## src/rtl/slcp_pkg.sv

```systemverilog
// ============================================================================
// slcp_pkg
// Shared constants, word tables and types of the serial line command parser.
// ============================================================================
`default_nettype none

package slcp_pkg;

    // sizing
    localparam int LINE_CAPACITY   = 64;
    localparam int FRACTION_DIGITS = 4;
    localparam int FRACTION_BITS   = 16;

    localparam int LEN_W   = $clog2(LINE_CAPACITY);
    localparam int POS_W   = 6;
    localparam int POS_MAX = (1 << POS_W) - 1;

    localparam int VALUE_W = 32;
    localparam int INT_W   = VALUE_W - FRACTION_BITS;
    localparam int INT_CAP = 1 << (VALUE_W - 1 - FRACTION_BITS);

    localparam int FRAC_SCALE = 10 ** FRACTION_DIGITS;
    localparam int FRAC_W     = $clog2(FRAC_SCALE);
    localparam int FCNT_W     = $clog2(FRACTION_DIGITS + 1);
    localparam int FRAC_HALF  = FRAC_SCALE / 2;

    // fraction scaling: numerator, reciprocal and product widths
    localparam int NUM_W   = FRAC_W + FRACTION_BITS;
    localparam int RECIP_W = NUM_W - FRAC_W + 1;
    localparam int PROD_W  = NUM_W + RECIP_W;
    localparam logic [63:0] RECIP_FULL = (64'd1 << NUM_W) / 64'(FRAC_SCALE);
    localparam logic [RECIP_W-1:0] RECIP = RECIP_W'(RECIP_FULL);
    localparam int MAG_W   = INT_W + FRACTION_BITS + 1;

    // characters
    localparam logic [7:0] CHAR_NUL   = 8'h00;
    localparam logic [7:0] CHAR_TAB   = 8'h09;
    localparam logic [7:0] CHAR_LF    = 8'h0A;
    localparam logic [7:0] CHAR_CR    = 8'h0D;
    localparam logic [7:0] CHAR_SP    = 8'h20;
    localparam logic [7:0] CHAR_PLUS  = 8'h2B;
    localparam logic [7:0] CHAR_MINUS = 8'h2D;
    localparam logic [7:0] CHAR_POINT = 8'h2E;
    localparam logic [7:0] CHAR_ZERO  = 8'h30;
    localparam logic [7:0] CHAR_NINE  = 8'h39;
    localparam logic [7:0] CHAR_EQ    = 8'h3D;
    localparam logic [7:0] CHAR_LC_A  = 8'h61;
    localparam logic [7:0] CHAR_LC_Z  = 8'h7A;
    localparam logic [7:0] CASE_GAP   = 8'h20;

    // command kinds
    localparam logic [3:0] KIND_RAW     = 4'd0;
    localparam logic [3:0] KIND_START   = 4'd1;
    localparam logic [3:0] KIND_STOP    = 4'd2;
    localparam logic [3:0] KIND_FORWARD = 4'd3;
    localparam logic [3:0] KIND_REVERSE = 4'd4;
    localparam logic [3:0] KIND_FREQ    = 4'd5;
    localparam logic [3:0] KIND_TORQUE  = 4'd6;
    localparam logic [3:0] KIND_SPEED   = 4'd7;
    localparam logic [3:0] KIND_POLES   = 4'd8;

    // word table; the first four are bare commands, the rest are keys
    localparam int WORD_COUNT    = 9;
    localparam int FIRST_KEY     = 4;
    localparam int WORD_CHARS    = 5;
    localparam int WORD_TEXT_W   = 8 * WORD_CHARS;

    localparam logic [WORD_TEXT_W-1:0] WORD_TEXT [WORD_COUNT] = '{
        "START", {"STOP", 8'h00}, {"FWD", 16'h0000}, {"REV", 16'h0000},
        {"FREQ", 8'h00}, {"TRQ", 16'h0000}, {"SPD", 16'h0000},
        {"POL", 16'h0000}, "POLES"
    };
    localparam logic [2:0] WORD_LEN [WORD_COUNT] = '{
        3'd5, 3'd4, 3'd3, 3'd3, 3'd4, 3'd3, 3'd3, 3'd3, 3'd5
    };
    localparam logic [3:0] WORD_KIND [WORD_COUNT] = '{
        KIND_START, KIND_STOP, KIND_FORWARD, KIND_REVERSE,
        KIND_FREQ, KIND_TORQUE, KIND_SPEED, KIND_POLES, KIND_POLES
    };

    // number parsing phase
    typedef enum logic [7:0] {
        PH_KEY    = 8'b0000_0001,
        PH_BEFORE = 8'b0000_0010,
        PH_SIGN   = 8'b0000_0100,
        PH_INT    = 8'b0000_1000,
        PH_FRAC   = 8'b0001_0000,
        PH_DONE   = 8'b0010_0000,
        PH_FAIL   = 8'b0100_0000,
        PH_END    = 8'b1000_0000
    } phase_t;

    // finished line handed to the value pipeline
    typedef struct packed {
        logic [3:0]       kind;
        logic [3:0]       poles;
        logic             setting;
        logic             negative;
        logic [INT_W-1:0] int_part;
        logic [NUM_W-1:0] numer;
    } fin_t;

    // character of a word at a position, zero past its end
    function automatic logic [7:0] word_char(input logic [3:0] w, input logic [2:0] p);
        logic [WORD_TEXT_W-1:0] sh;
        sh = WORD_TEXT[w] << {p, 3'b000};
        return sh[WORD_TEXT_W-1 -: 8];
    endfunction

    // 10 to the power n for n up to FRACTION_DIGITS
    function automatic logic [FRAC_W-1:0] pow10(input logic [FCNT_W-1:0] n);
        logic [FRAC_W-1:0] p;
        p = FRAC_W'(1);
        for (int i = 0; i < FRACTION_DIGITS; i++) begin
            if (i < int'(n)) begin
                p = FRAC_W'(p * 10);
            end
        end
        return p;
    endfunction

endpackage

`default_nettype wire

```

## src/rtl/slcp_word_match.sv

```systemverilog
// ============================================================================
// slcp_word_match
// Keyword matcher: narrows the candidate set per key character and decodes it.
// ============================================================================
`default_nettype none

module slcp_word_match (
    input  wire [slcp_pkg::WORD_COUNT-1:0] cand,
    input  wire [slcp_pkg::POS_W-1:0]      pos,
    input  wire [7:0]                      up_char,
    output logic [slcp_pkg::WORD_COUNT-1:0] key_cand,
    output logic [slcp_pkg::WORD_COUNT-1:0] eq_cand,
    output logic [3:0]                      control_kind,
    output logic [3:0]                      setting_kind
);

    always_comb begin
        logic len_match;
        key_cand     = cand;
        eq_cand      = '0;
        control_kind = slcp_pkg::KIND_RAW;
        setting_kind = slcp_pkg::KIND_RAW;
        for (int i = 0; i < slcp_pkg::WORD_COUNT; i++) begin
            len_match = (pos == slcp_pkg::POS_W'(slcp_pkg::WORD_LEN[i]));
            if (pos >= slcp_pkg::POS_W'(slcp_pkg::WORD_LEN[i]) ||
                slcp_pkg::word_char(4'(i), pos[2:0]) != up_char) begin
                key_cand[i] = 1'b0;
            end
            if (i >= slcp_pkg::FIRST_KEY) begin
                // last full-length key wins on '='
                if (cand[i] && len_match) begin
                    eq_cand = slcp_pkg::WORD_COUNT'(1) << i;
                end
                if (cand[i]) begin
                    setting_kind = slcp_pkg::WORD_KIND[i];
                end
            end else if (cand[i] && len_match) begin
                control_kind = slcp_pkg::WORD_KIND[i];
            end
        end
    end

endmodule

`default_nettype wire

```

## src/rtl/slcp_line_parser.sv

```systemverilog
// ============================================================================
// slcp_line_parser
// Per-byte line state: length, blank skip, key match and number scanning.
// ============================================================================
`default_nettype none

module slcp_line_parser (
    input  wire                  aclk,
    input  wire                  aresetn,
    input  wire                  step_en,
    input  wire [7:0]            rx_byte,
    output logic                 emit,
    output slcp_pkg::fin_t       fin
);

    logic [slcp_pkg::LEN_W-1:0]      len_reg, len_next;
    logic                            skip_reg, skip_next;
    logic [slcp_pkg::POS_W-1:0]      pos_reg, pos_next;
    logic [slcp_pkg::WORD_COUNT-1:0] cand_reg, cand_next;
    slcp_pkg::phase_t                phase_reg, phase_next;
    logic                            neg_reg, neg_next;
    logic [slcp_pkg::INT_W-1:0]      int_reg, int_next;
    logic [slcp_pkg::FRAC_W-1:0]     frac_reg, frac_next;
    logic [slcp_pkg::FCNT_W-1:0]     fcnt_reg, fcnt_next;
    logic                            seen_reg, seen_next;

    logic [7:0]                      up_char;
    logic [slcp_pkg::WORD_COUNT-1:0] key_cand, eq_cand;
    logic [3:0]                      control_kind, setting_kind;
    logic                            is_digit, is_space;
    logic [3:0]                      digit;
    logic [slcp_pkg::INT_W+3:0]      int_x10;
    logic [slcp_pkg::INT_W-1:0]      int_add;
    logic [slcp_pkg::FRAC_W+3:0]     frac_x10;
    logic                            clear;

    assign up_char  = (rx_byte >= slcp_pkg::CHAR_LC_A && rx_byte <= slcp_pkg::CHAR_LC_Z) ?
                      rx_byte - slcp_pkg::CASE_GAP : rx_byte;
    assign is_digit = rx_byte >= slcp_pkg::CHAR_ZERO && rx_byte <= slcp_pkg::CHAR_NINE;
    assign is_space = rx_byte == slcp_pkg::CHAR_SP ||
                      (rx_byte >= slcp_pkg::CHAR_TAB && rx_byte <= slcp_pkg::CHAR_CR);
    assign digit    = 4'(rx_byte - slcp_pkg::CHAR_ZERO);

    // integer accumulate with saturation at the cap
    assign int_x10 = {int_reg, 3'b000} + {2'b00, int_reg, 1'b0} +
                     (slcp_pkg::INT_W + 4)'(digit);
    assign int_add = (int_x10 > (slcp_pkg::INT_W + 4)'(slcp_pkg::INT_CAP)) ?
                     slcp_pkg::INT_W'(slcp_pkg::INT_CAP) : int_x10[slcp_pkg::INT_W-1:0];
    assign frac_x10 = {frac_reg, 3'b000} + {2'b00, frac_reg, 1'b0} +
                      (slcp_pkg::FRAC_W + 4)'(digit);

    slcp_word_match u_match (
        .cand         (cand_reg),
        .pos          (pos_reg),
        .up_char      (up_char),
        .key_cand     (key_cand),
        .eq_cand      (eq_cand),
        .control_kind (control_kind),
        .setting_kind (setting_kind)
    );

    always_comb begin
        len_next   = len_reg;
        skip_next  = skip_reg;
        pos_next   = pos_reg;
        cand_next  = cand_reg;
        phase_next = phase_reg;
        neg_next   = neg_reg;
        int_next   = int_reg;
        frac_next  = frac_reg;
        fcnt_next  = fcnt_reg;
        seen_next  = seen_reg;
        emit       = 1'b0;
        clear      = 1'b0;
        if (step_en && rx_byte != slcp_pkg::CHAR_CR) begin
            if (rx_byte == slcp_pkg::CHAR_LF) begin
                if (len_reg != '0) begin
                    emit     = 1'b1;
                    len_next = '0;
                    clear    = 1'b1;
                end
            end else if (len_reg >= slcp_pkg::LEN_W'(slcp_pkg::LINE_CAPACITY - 1)) begin
                // overlong line dropped
                len_next = '0;
                clear    = 1'b1;
            end else begin
                len_next = len_reg + 1'b1;
                if (!(skip_reg && (rx_byte == slcp_pkg::CHAR_SP ||
                                   rx_byte == slcp_pkg::CHAR_TAB))) begin
                    skip_next = 1'b0;
                    case (phase_reg)
                        slcp_pkg::PH_KEY: begin
                            if (rx_byte == slcp_pkg::CHAR_NUL) begin
                                phase_next = slcp_pkg::PH_END;
                            end else if (rx_byte == slcp_pkg::CHAR_EQ) begin
                                cand_next  = eq_cand;
                                phase_next = (|eq_cand) ? slcp_pkg::PH_BEFORE :
                                                          slcp_pkg::PH_FAIL;
                            end else begin
                                cand_next = key_cand;
                                if (pos_reg != slcp_pkg::POS_W'(slcp_pkg::POS_MAX)) begin
                                    pos_next = pos_reg + 1'b1;
                                end
                            end
                        end
                        slcp_pkg::PH_BEFORE: begin
                            if (is_space) begin
                                phase_next = slcp_pkg::PH_BEFORE;
                            end else if (rx_byte == slcp_pkg::CHAR_PLUS ||
                                         rx_byte == slcp_pkg::CHAR_MINUS) begin
                                neg_next   = rx_byte == slcp_pkg::CHAR_MINUS;
                                phase_next = slcp_pkg::PH_SIGN;
                            end else if (is_digit) begin
                                int_next   = int_add;
                                seen_next  = 1'b1;
                                phase_next = slcp_pkg::PH_INT;
                            end else if (rx_byte == slcp_pkg::CHAR_POINT) begin
                                phase_next = slcp_pkg::PH_FRAC;
                            end else begin
                                phase_next = slcp_pkg::PH_FAIL;
                            end
                        end
                        slcp_pkg::PH_SIGN: begin
                            if (is_digit) begin
                                int_next   = int_add;
                                seen_next  = 1'b1;
                                phase_next = slcp_pkg::PH_INT;
                            end else if (rx_byte == slcp_pkg::CHAR_POINT) begin
                                phase_next = slcp_pkg::PH_FRAC;
                            end else begin
                                phase_next = slcp_pkg::PH_FAIL;
                            end
                        end
                        slcp_pkg::PH_INT: begin
                            if (is_digit) begin
                                int_next  = int_add;
                                seen_next = 1'b1;
                            end else if (rx_byte == slcp_pkg::CHAR_POINT) begin
                                phase_next = slcp_pkg::PH_FRAC;
                            end else begin
                                phase_next = slcp_pkg::PH_DONE;
                            end
                        end
                        slcp_pkg::PH_FRAC: begin
                            if (is_digit) begin
                                seen_next = 1'b1;
                                if (fcnt_reg < slcp_pkg::FCNT_W'(slcp_pkg::FRACTION_DIGITS)) begin
                                    frac_next = frac_x10[slcp_pkg::FRAC_W-1:0];
                                    fcnt_next = fcnt_reg + 1'b1;
                                end
                            end else begin
                                phase_next = seen_reg ? slcp_pkg::PH_DONE : slcp_pkg::PH_FAIL;
                            end
                        end
                        default: begin
                            phase_next = phase_reg;
                        end
                    endcase
                end
            end
            if (clear) begin
                skip_next  = 1'b1;
                pos_next   = '0;
                cand_next  = '1;
                phase_next = slcp_pkg::PH_KEY;
                neg_next   = 1'b0;
                int_next   = '0;
                frac_next  = '0;
                fcnt_next  = '0;
                seen_next  = 1'b0;
            end
        end
    end

    always_ff @(posedge aclk) begin
        if (!aresetn) begin
            len_reg   <= '0;
            skip_reg  <= 1'b1;
            pos_reg   <= '0;
            cand_reg  <= '1;
            phase_reg <= slcp_pkg::PH_KEY;
            neg_reg   <= 1'b0;
            int_reg   <= '0;
            frac_reg  <= '0;
            fcnt_reg  <= '0;
            seen_reg  <= 1'b0;
        end else begin
            len_reg   <= len_next;
            skip_reg  <= skip_next;
            pos_reg   <= pos_next;
            cand_reg  <= cand_next;
            phase_reg <= phase_next;
            neg_reg   <= neg_next;
            int_reg   <= int_next;
            frac_reg  <= frac_next;
            fcnt_reg  <= fcnt_next;
            seen_reg  <= seen_next;
        end
    end

    // line summary from the state before the newline
    always_comb begin
        logic [slcp_pkg::FRAC_W-1:0]   pw;
        logic [2*slcp_pkg::FRAC_W-1:0] f4;
        fin.kind     = slcp_pkg::KIND_RAW;
        fin.poles    = 4'd0;
        fin.setting  = 1'b0;
        fin.negative = neg_reg;
        fin.int_part = int_reg;
        // fraction brought to FRACTION_DIGITS digits, then rounding offset added
        pw = slcp_pkg::pow10(slcp_pkg::FCNT_W'(slcp_pkg::FRACTION_DIGITS) - fcnt_reg);
        f4 = frac_reg * pw;
        fin.numer = {f4[slcp_pkg::FRAC_W-1:0], {slcp_pkg::FRACTION_BITS{1'b0}}} +
                    slcp_pkg::NUM_W'(slcp_pkg::FRAC_HALF);
        if (phase_reg == slcp_pkg::PH_KEY || phase_reg == slcp_pkg::PH_END) begin
            fin.kind = control_kind;
        end else if (phase_reg == slcp_pkg::PH_INT || phase_reg == slcp_pkg::PH_DONE ||
                     (phase_reg == slcp_pkg::PH_FRAC && seen_reg)) begin
            if (setting_kind == slcp_pkg::KIND_POLES) begin
                if (!neg_reg && (int_reg == slcp_pkg::INT_W'(2) ||
                                 int_reg == slcp_pkg::INT_W'(4) ||
                                 int_reg == slcp_pkg::INT_W'(6) ||
                                 int_reg == slcp_pkg::INT_W'(8))) begin
                    fin.kind  = slcp_pkg::KIND_POLES;
                    fin.poles = int_reg[3:0];
                end
            end else begin
                fin.kind    = setting_kind;
                fin.setting = setting_kind != slcp_pkg::KIND_RAW;
            end
        end
    end

endmodule

`default_nettype wire

```

## src/rtl/slcp_fixed_point.sv

```systemverilog
// ============================================================================
// slcp_fixed_point
// Value pipeline: fraction scaling by reciprocal, correction, saturation.
// ============================================================================
`default_nettype none

module slcp_fixed_point (
    input  wire                  aclk,
    input  wire                  aresetn,
    input  wire                  fin_valid,
    input  wire slcp_pkg::fin_t  fin,
    output logic                 fin_ready,
    output logic                 m_tvalid,
    input  wire                  m_tready,
    output logic [39:0]          m_tdata
);

    logic                          st0_valid_reg, st1_valid_reg, st2_valid_reg, out_valid_reg;
    logic                          st0_ready, st1_ready, st2_ready, out_ready;
    slcp_pkg::fin_t                st0_reg, st1_reg, st2_reg;
    logic [slcp_pkg::PROD_W-1:0]   prod_reg, prod_next;
    logic [slcp_pkg::RECIP_W-1:0]  quot_reg, quot_next;
    logic [slcp_pkg::RECIP_W-1:0]  quot_est;
    logic [slcp_pkg::NUM_W-1:0]    quot_back, rem;
    logic [slcp_pkg::MAG_W-1:0]    mag;
    logic [slcp_pkg::VALUE_W-1:0]  value_next;
    logic [3:0]                    out_kind_reg, out_poles_reg;
    logic [slcp_pkg::VALUE_W-1:0]  out_value_reg;

    assign out_ready = !out_valid_reg || m_tready;
    assign st2_ready = !st2_valid_reg || out_ready;
    assign st1_ready = !st1_valid_reg || st2_ready;
    assign st0_ready = !st0_valid_reg || st1_ready;
    assign fin_ready = st0_ready;

    // reciprocal estimate, low by at most one
    assign prod_next = slcp_pkg::PROD_W'(st0_reg.numer) * slcp_pkg::PROD_W'(slcp_pkg::RECIP);

    assign quot_est  = prod_reg[slcp_pkg::PROD_W-1:slcp_pkg::NUM_W];
    assign quot_back = slcp_pkg::NUM_W'(quot_est) * slcp_pkg::NUM_W'(slcp_pkg::FRAC_SCALE);
    assign rem       = st1_reg.numer - quot_back;
    assign quot_next = quot_est +
                       slcp_pkg::RECIP_W'(rem >= slcp_pkg::NUM_W'(slcp_pkg::FRAC_SCALE));

    // magnitude, then signed saturation
    assign mag = {1'b0, st2_reg.int_part, {slcp_pkg::FRACTION_BITS{1'b0}}} +
                 slcp_pkg::MAG_W'(quot_reg);
    always_comb begin
        if (!st2_reg.setting) begin
            value_next = '0;
        end else if (st2_reg.negative) begin
            value_next = mag[slcp_pkg::MAG_W-1:slcp_pkg::VALUE_W-1] != '0 ?
                         {1'b1, {(slcp_pkg::VALUE_W-1){1'b0}}} :
                         slcp_pkg::VALUE_W'(0) - mag[slcp_pkg::VALUE_W-1:0];
        end else begin
            value_next = mag[slcp_pkg::MAG_W-1:slcp_pkg::VALUE_W-1] != '0 ?
                         {1'b0, {(slcp_pkg::VALUE_W-1){1'b1}}} :
                         mag[slcp_pkg::VALUE_W-1:0];
        end
    end

    always_ff @(posedge aclk) begin
        if (!aresetn) begin
            st0_valid_reg <= 1'b0;
            st1_valid_reg <= 1'b0;
            st2_valid_reg <= 1'b0;
            out_valid_reg <= 1'b0;
        end else begin
            if (st0_ready) st0_valid_reg <= fin_valid;
            if (st1_ready) st1_valid_reg <= st0_valid_reg;
            if (st2_ready) st2_valid_reg <= st1_valid_reg;
            if (out_ready) out_valid_reg <= st2_valid_reg;
        end
    end

    always_ff @(posedge aclk) begin
        if (st0_ready && fin_valid) begin
            st0_reg <= fin;
        end
        if (st1_ready && st0_valid_reg) begin
            st1_reg  <= st0_reg;
            prod_reg <= prod_next;
        end
        if (st2_ready && st1_valid_reg) begin
            st2_reg  <= st1_reg;
            quot_reg <= quot_next;
        end
        if (out_ready && st2_valid_reg) begin
            out_kind_reg  <= st2_reg.kind;
            out_poles_reg <= st2_reg.poles;
            out_value_reg <= value_next;
        end
    end

    assign m_tvalid = out_valid_reg;
    assign m_tdata  = {out_poles_reg, out_value_reg, out_kind_reg};

endmodule

`default_nettype wire

```

## src/rtl/serial_line_command_parser.sv

```systemverilog
// ============================================================================
// serial_line_command_parser
// Line-based command parser for received serial bytes.
// ============================================================================
// throughput: one byte per cycle while the value pipeline has room, set by the
//   single-pass per-byte state update; a command reaches m_tvalid via the stages
//   input register, line parser, reciprocal multiply, correction, output register
// bytes that end no command produce no output
// reset: synchronous active-low aresetn empties the pipeline and starts a new line
`default_nettype none

module serial_line_command_parser (
    input  wire         aclk,
    input  wire         aresetn,
    // byte stream in
    input  wire         s_tvalid,
    output logic        s_tready,
    input  wire [7:0]   s_tdata,     // [7:0] rx_byte
    // command stream out
    output logic        m_tvalid,
    input  wire         m_tready,
    output logic [39:0] m_tdata      // [3:0] command_kind, [35:4] setting_value,
                                     // [39:36] pole_count
);

    // input register
    logic           in_valid_reg;
    logic [7:0]     in_byte_reg;
    logic           fin_ready;
    logic           step_en;
    logic           emit;
    slcp_pkg::fin_t fin;

    // a byte is parsed only when the value pipeline has room for a result
    assign step_en  = in_valid_reg && fin_ready;
    assign s_tready = !in_valid_reg || fin_ready;

    always_ff @(posedge aclk) begin
        if (!aresetn) begin
            in_valid_reg <= 1'b0;
        end else if (s_tready) begin
            in_valid_reg <= s_tvalid;
        end
    end

    always_ff @(posedge aclk) begin
        if (s_tvalid && s_tready) begin
            in_byte_reg <= s_tdata;
        end
    end

    // per-byte line state and the summary of a finished line
    slcp_line_parser u_parser (
        .aclk    (aclk),
        .aresetn (aresetn),
        .step_en (step_en),
        .rx_byte (in_byte_reg),
        .emit    (emit),
        .fin     (fin)
    );

    // fixed-point value and output register
    slcp_fixed_point u_value (
        .aclk      (aclk),
        .aresetn   (aresetn),
        .fin_valid (emit),
        .fin       (fin),
        .fin_ready (fin_ready),
        .m_tvalid  (m_tvalid),
        .m_tready  (m_tready),
        .m_tdata   (m_tdata)
    );

    // output register empty straight after reset
    a_reset_empty: assert property (@(posedge aclk) !aresetn |=> !m_tvalid)
        else $error("output valid after reset");

    // only settings carry a value
    a_value_zero: assert property (@(posedge aclk) disable iff (!aresetn)
        m_tvalid && m_tdata[3:0] != slcp_pkg::KIND_FREQ &&
        m_tdata[3:0] != slcp_pkg::KIND_TORQUE && m_tdata[3:0] != slcp_pkg::KIND_SPEED
        |-> m_tdata[35:4] == '0)
        else $error("value on a non-setting command");

    // pole count present exactly for the poles kind
    a_poles: assert property (@(posedge aclk) disable iff (!aresetn)
        m_tvalid |-> ((m_tdata[3:0] == slcp_pkg::KIND_POLES) == (m_tdata[39:36] != 4'd0)))
        else $error("pole count and kind disagree");

    // a result is only parsed when there was room for it
    a_emit_room: assert property (@(posedge aclk) disable iff (!aresetn)
        emit |-> fin_ready && in_valid_reg && in_byte_reg == slcp_pkg::CHAR_LF)
        else $error("line finished without a newline or room");

endmodule

`default_nettype wire
```

## config.mk

```make
export PLATFORM = sky130hd
export DESIGN_NAME = serial_line_command_parser
export DESIGN_NICKNAME = d
export VERILOG_FILES = /design/src/rtl/slcp_pkg.sv /design/src/rtl/slcp_word_match.sv /design/src/rtl/slcp_line_parser.sv /design/src/rtl/slcp_fixed_point.sv /design/src/rtl/serial_line_command_parser.sv
export SDC_FILE = /design/constraint.sdc
export NUM_CORES = 1
export LEC_CHECK = 0
export ABC_AREA = 1
export BUFFER_PORTS_ARGS = -buffer_cell sky130_fd_sc_hd__buf_2
export CORE_ASPECT_RATIO = 1.2
export CORE_UTILIZATION = 30
export DETAILED_ROUTE_END_ITERATION = 6
export HOLD_SLACK_MARGIN = 0.12
export PLACE_DENSITY = 0.53
export SYNTH_ARGS = -nofsm -noshare
export SYNTH_HDL_FRONTEND = slang
export SYNTH_HIERARCHICAL = 1
export SYNTH_SLANG_ARGS = --single-unit
```

## constraint.sdc

```tcl
create_clock -name aclk -period 6.9 [get_ports aclk]
set_input_delay 1.035 -clock aclk [delete_from_list [all_inputs] [get_ports aclk]]
set_output_delay 1.035 -clock aclk [all_outputs]
set_load 0.01 [all_outputs]
```

==> metrics.yaml <==
route:
  drtPass1Iterations: 5
  drc: 0
  postRouteAntennaNets: 0
  avgViaCountPerCell: 4.64
  totalWireLength_um: 88500
  post_drt_wl_per_cell_um: 15.9
  vias: 25800
  drt_iter0_markers: 1276
global_route:
  grt_use_total_pct: 16.4
  grt_first_pass_wirelength_um: 142000
  grt_pass1_vias: 26800
  overflow: 0
  grt_max_degree: 68
  antenna_found_initial: 7
cts:
  clockRootBuffer: "clkbuf_16"
  hold_buffers: 0
  clkTransAtPathRegs_ps: 60
  cts_tree: "yes"
  clockBufferDepth: 3
  cts_sinks: 286
  clk_latency_ps: 570
  htree_levels: 2
  cts_buffers: 36
power_and_ir_drop:
  sw_frac_of_total_pct: 25.1
  pwr-share-seq_pct: 45.2
  comb_power_share_pct: 8.0
  ir_worst_vdd_mv: 0.137
  power.total_mw: 4.18
  leakage_nw: 17.7
  switchingPower_mw: 1.05
  p_int_mw: 3.13
  power.density_mw_per_mm2: 113
  pwr-share-clk_pct: 46.8
timing:
  rsz0062_at_grt: "yes"
  clock_skew_ps: 23.9
  drv_slew: 0
  hold_slack_ps: 413
  worst_slack_ps: 156
  hold_viol_final: 0
  fin_crit_ps: 6740
  fmax_ghz: 0.148
  setup_viol: 0
  relSlewSlack_pct: 36.6
  post-route-period-util_pct: 97.7
  tightest_slew_ps: 951
floorplan:
  fp.dieArea_mm2: 0.110
  die_h_um: 363
  num_rows: 132
  core_region_area_mm2: 0.108
  die_w_um: 303
  start_util_pct: 30.2
  ioPinCount: 54
worst_setup_path:
  crit_slowest_cell: "fa_1"
  end_kind: "register"
  cp.arrival_ps: 7060
  cp.required_ps: 7210
  start_kind: "register"
  slowest_delay_ps: 520
  timing_worst_setup_path_type: "register to register"
  crit_path_max_fanout: 5
synthesis:
  post_synth_inst_count: 3942
  synthMuxAreaShare_pct: 0
  synthFlopType: "edfxtp_1"
  ys_warn_count: 6
  synthArstFlopShare_pct: 0
  synth_edf_count: 216
  synth-compound-area-share_pct: 8.05
  avgSynthCellArea_um2: 8.26
  ys_seq_area_share_pct: 24.2
  synth-simple-area-share_pct: 20.2
  yosys.cell_types.count: 67
  synthAdderAreaFrac_pct: 34.1
  ys_seq_elements: 286
  synth_top_family_by_area: "adder cells"
  synth-xor-area-share_pct: 2.81
  syn_area_mm2: 0.0326
layout:
  synthToLayoutAreaGrowth_pct: 14.0
  multi_input_area_mm2: 0.0220
  ff_latch_area_mm2: 0.00789
  largest_register_ffs: 56
  layout-drive-gt1-share_pct: 11.4
  fin_area_mm2: 0.0371
  instances_no_fill: 5561
  fillers: 11300
  fin_nets: 4840
placed_design:
  post-place-ws_ps: -271
  dp_cells: 5476
  portBuffers: 53
  gp_congestion: 0.910
  hpwlAfterDp_um: 73800
  place_area_mm2: 0.0351
worst_hold_path:
  hp-class: "register to register"
status:
  status: "finished, final reports clean"
job:
  max_cap_violations: 0
final timing paths:
kind                                             end  cells past startpoint  slack, ps                  from
worst max register to register  u_value/quot_reg[16]                     35        160  u_value/prod_reg[37]
worst max-delay path            u_value/quot_reg[16]                     35        160  u_value/prod_reg[37]
worst min-delay path             u_value/st2_reg[41]                      0        410   u_value/st1_reg[41]
worst min register to register   u_value/st2_reg[41]                      0        410   u_value/st1_reg[41]
kinds of logic after synthesis:
group | after synthesis
AO/OA/AOI/OAI | 461
XOR/XNOR | 103
adder cells (fa/ha/maj) | 704
buffers and inverters | 869
flip-flops | 286
other | 3
AND/OR/NAND/NOR | 1516
critical path: cells and delay by family (launching register included):
family	cells	cell delay, ps
flops	1	350
simple gates	14	1490
fa+ha+maj	9	3310
compound gates	4	620
buf+inv	6	490
xor+xnor	2	250
Yosys cell counts, types with 4 or more instances:
cell type  instances  area, um^2
buf_2             13        65.1
xnor2_1           29         254
nand2_1          728        2730
a21o_1            12        90.1
nor4_1             8        50.1
edfxtp_1         216        6490
a21oi_1          219        1100
or2_2              4        25.0
nand3_1          198         991
nor2_1           378        1420
a31oi_1           26         163
clkbuf_1          17        63.8
nor2_2            17         106
nand3_2           13         130
ha_1             398        4980
or2_1              4        25.0
nor2_4             7        78.8
inv_1            782        2940
fa_1             306        6130
o21a_1             8        60.1
buf_4             24         180
dfxtp_1           70        1400
buf_6              8        90.1
o21ai_0          102         510
a21oi_2           11        96.3
nand4_1           49         307
o21ai_1           27         135
o21bai_1          14         105
inv_2             20        75.1
nand2_2           10        62.6
a211o_1            9        78.8
xor2_1            73         639
a211oi_1           7        52.6
o211ai_1           4        30.0
nand3b_1          19         143
nor3_1            61         305
power groups by stage:
stage	registers (mW)	logic [mW]	clock network, mW
after floorplan	1.91	0.258	0
after global placement	1.92	0.329	0
after detailed placement	1.92	0.328	0
after CTS	1.89	0.330	2.03
after global routing	1.89	0.380	2.08
final	1.89	0.335	1.96
layer usage:
metal	track usage, %	part of all wire [%]
met5	0	0
met4	5.65	3.1
met2	29.3	50
met1	20.3	43
met3	1.57	3.4
area by class of cell:
class / instances / share of cell area [%]
flip-flops and latches: 286 / 21.2
clock buffers: 45 / 2.62
diodes: 2 / 0.0135
repair buffers: 183 / 3.37
well taps: 1407 / 4.74
inverters: 806 / 8.18
multi-input cells: 2811 / 59.2
clock inverters: 21 / 0.650
repair_timing:
item | in CTS | in global routing
buffers inserted | 13 | 5
endpoints found under the setup margin | 10 | 17
pin swaps | 11 | 61
resized for setup | 21 | 148
through the flow:
stage / utilization, % / TNS [ps]
finish: 34.5 / 0
global route: 34.5 / -1230
CTS: 33.9 / -3.99
detailed placement: 32.6 / -1310
global placement: 32.6 / -707
floorplan: - / 0
placed cells by master (no fill, tap or decap), types with 49 or more instances in the layout:
| cell type | synthesis | layout |
|---|---|---|
| a21oi_1 | 219 | 203 |
| buf_2 | 13 | 53 |
| buf_4 | 24 | 127 |
| dfxtp_1 | 70 | 69 |
| edfxtp_1 | 216 | 216 |
| fa_1 | 306 | 302 |
| ha_1 | 398 | 374 |
| inv_1 | 782 | 763 |
| nand2_1 | 728 | 698 |
| nand3_1 | 198 | 185 |
| nand4_1 | 49 | 49 |
| nor2_1 | 378 | 356 |
| nor3_1 | 61 | 57 |
| o21ai_0 | 102 | 95 |
| xor2_1 | 73 | 73 |
Note: power is estimated with default switching activity, not from simulation.
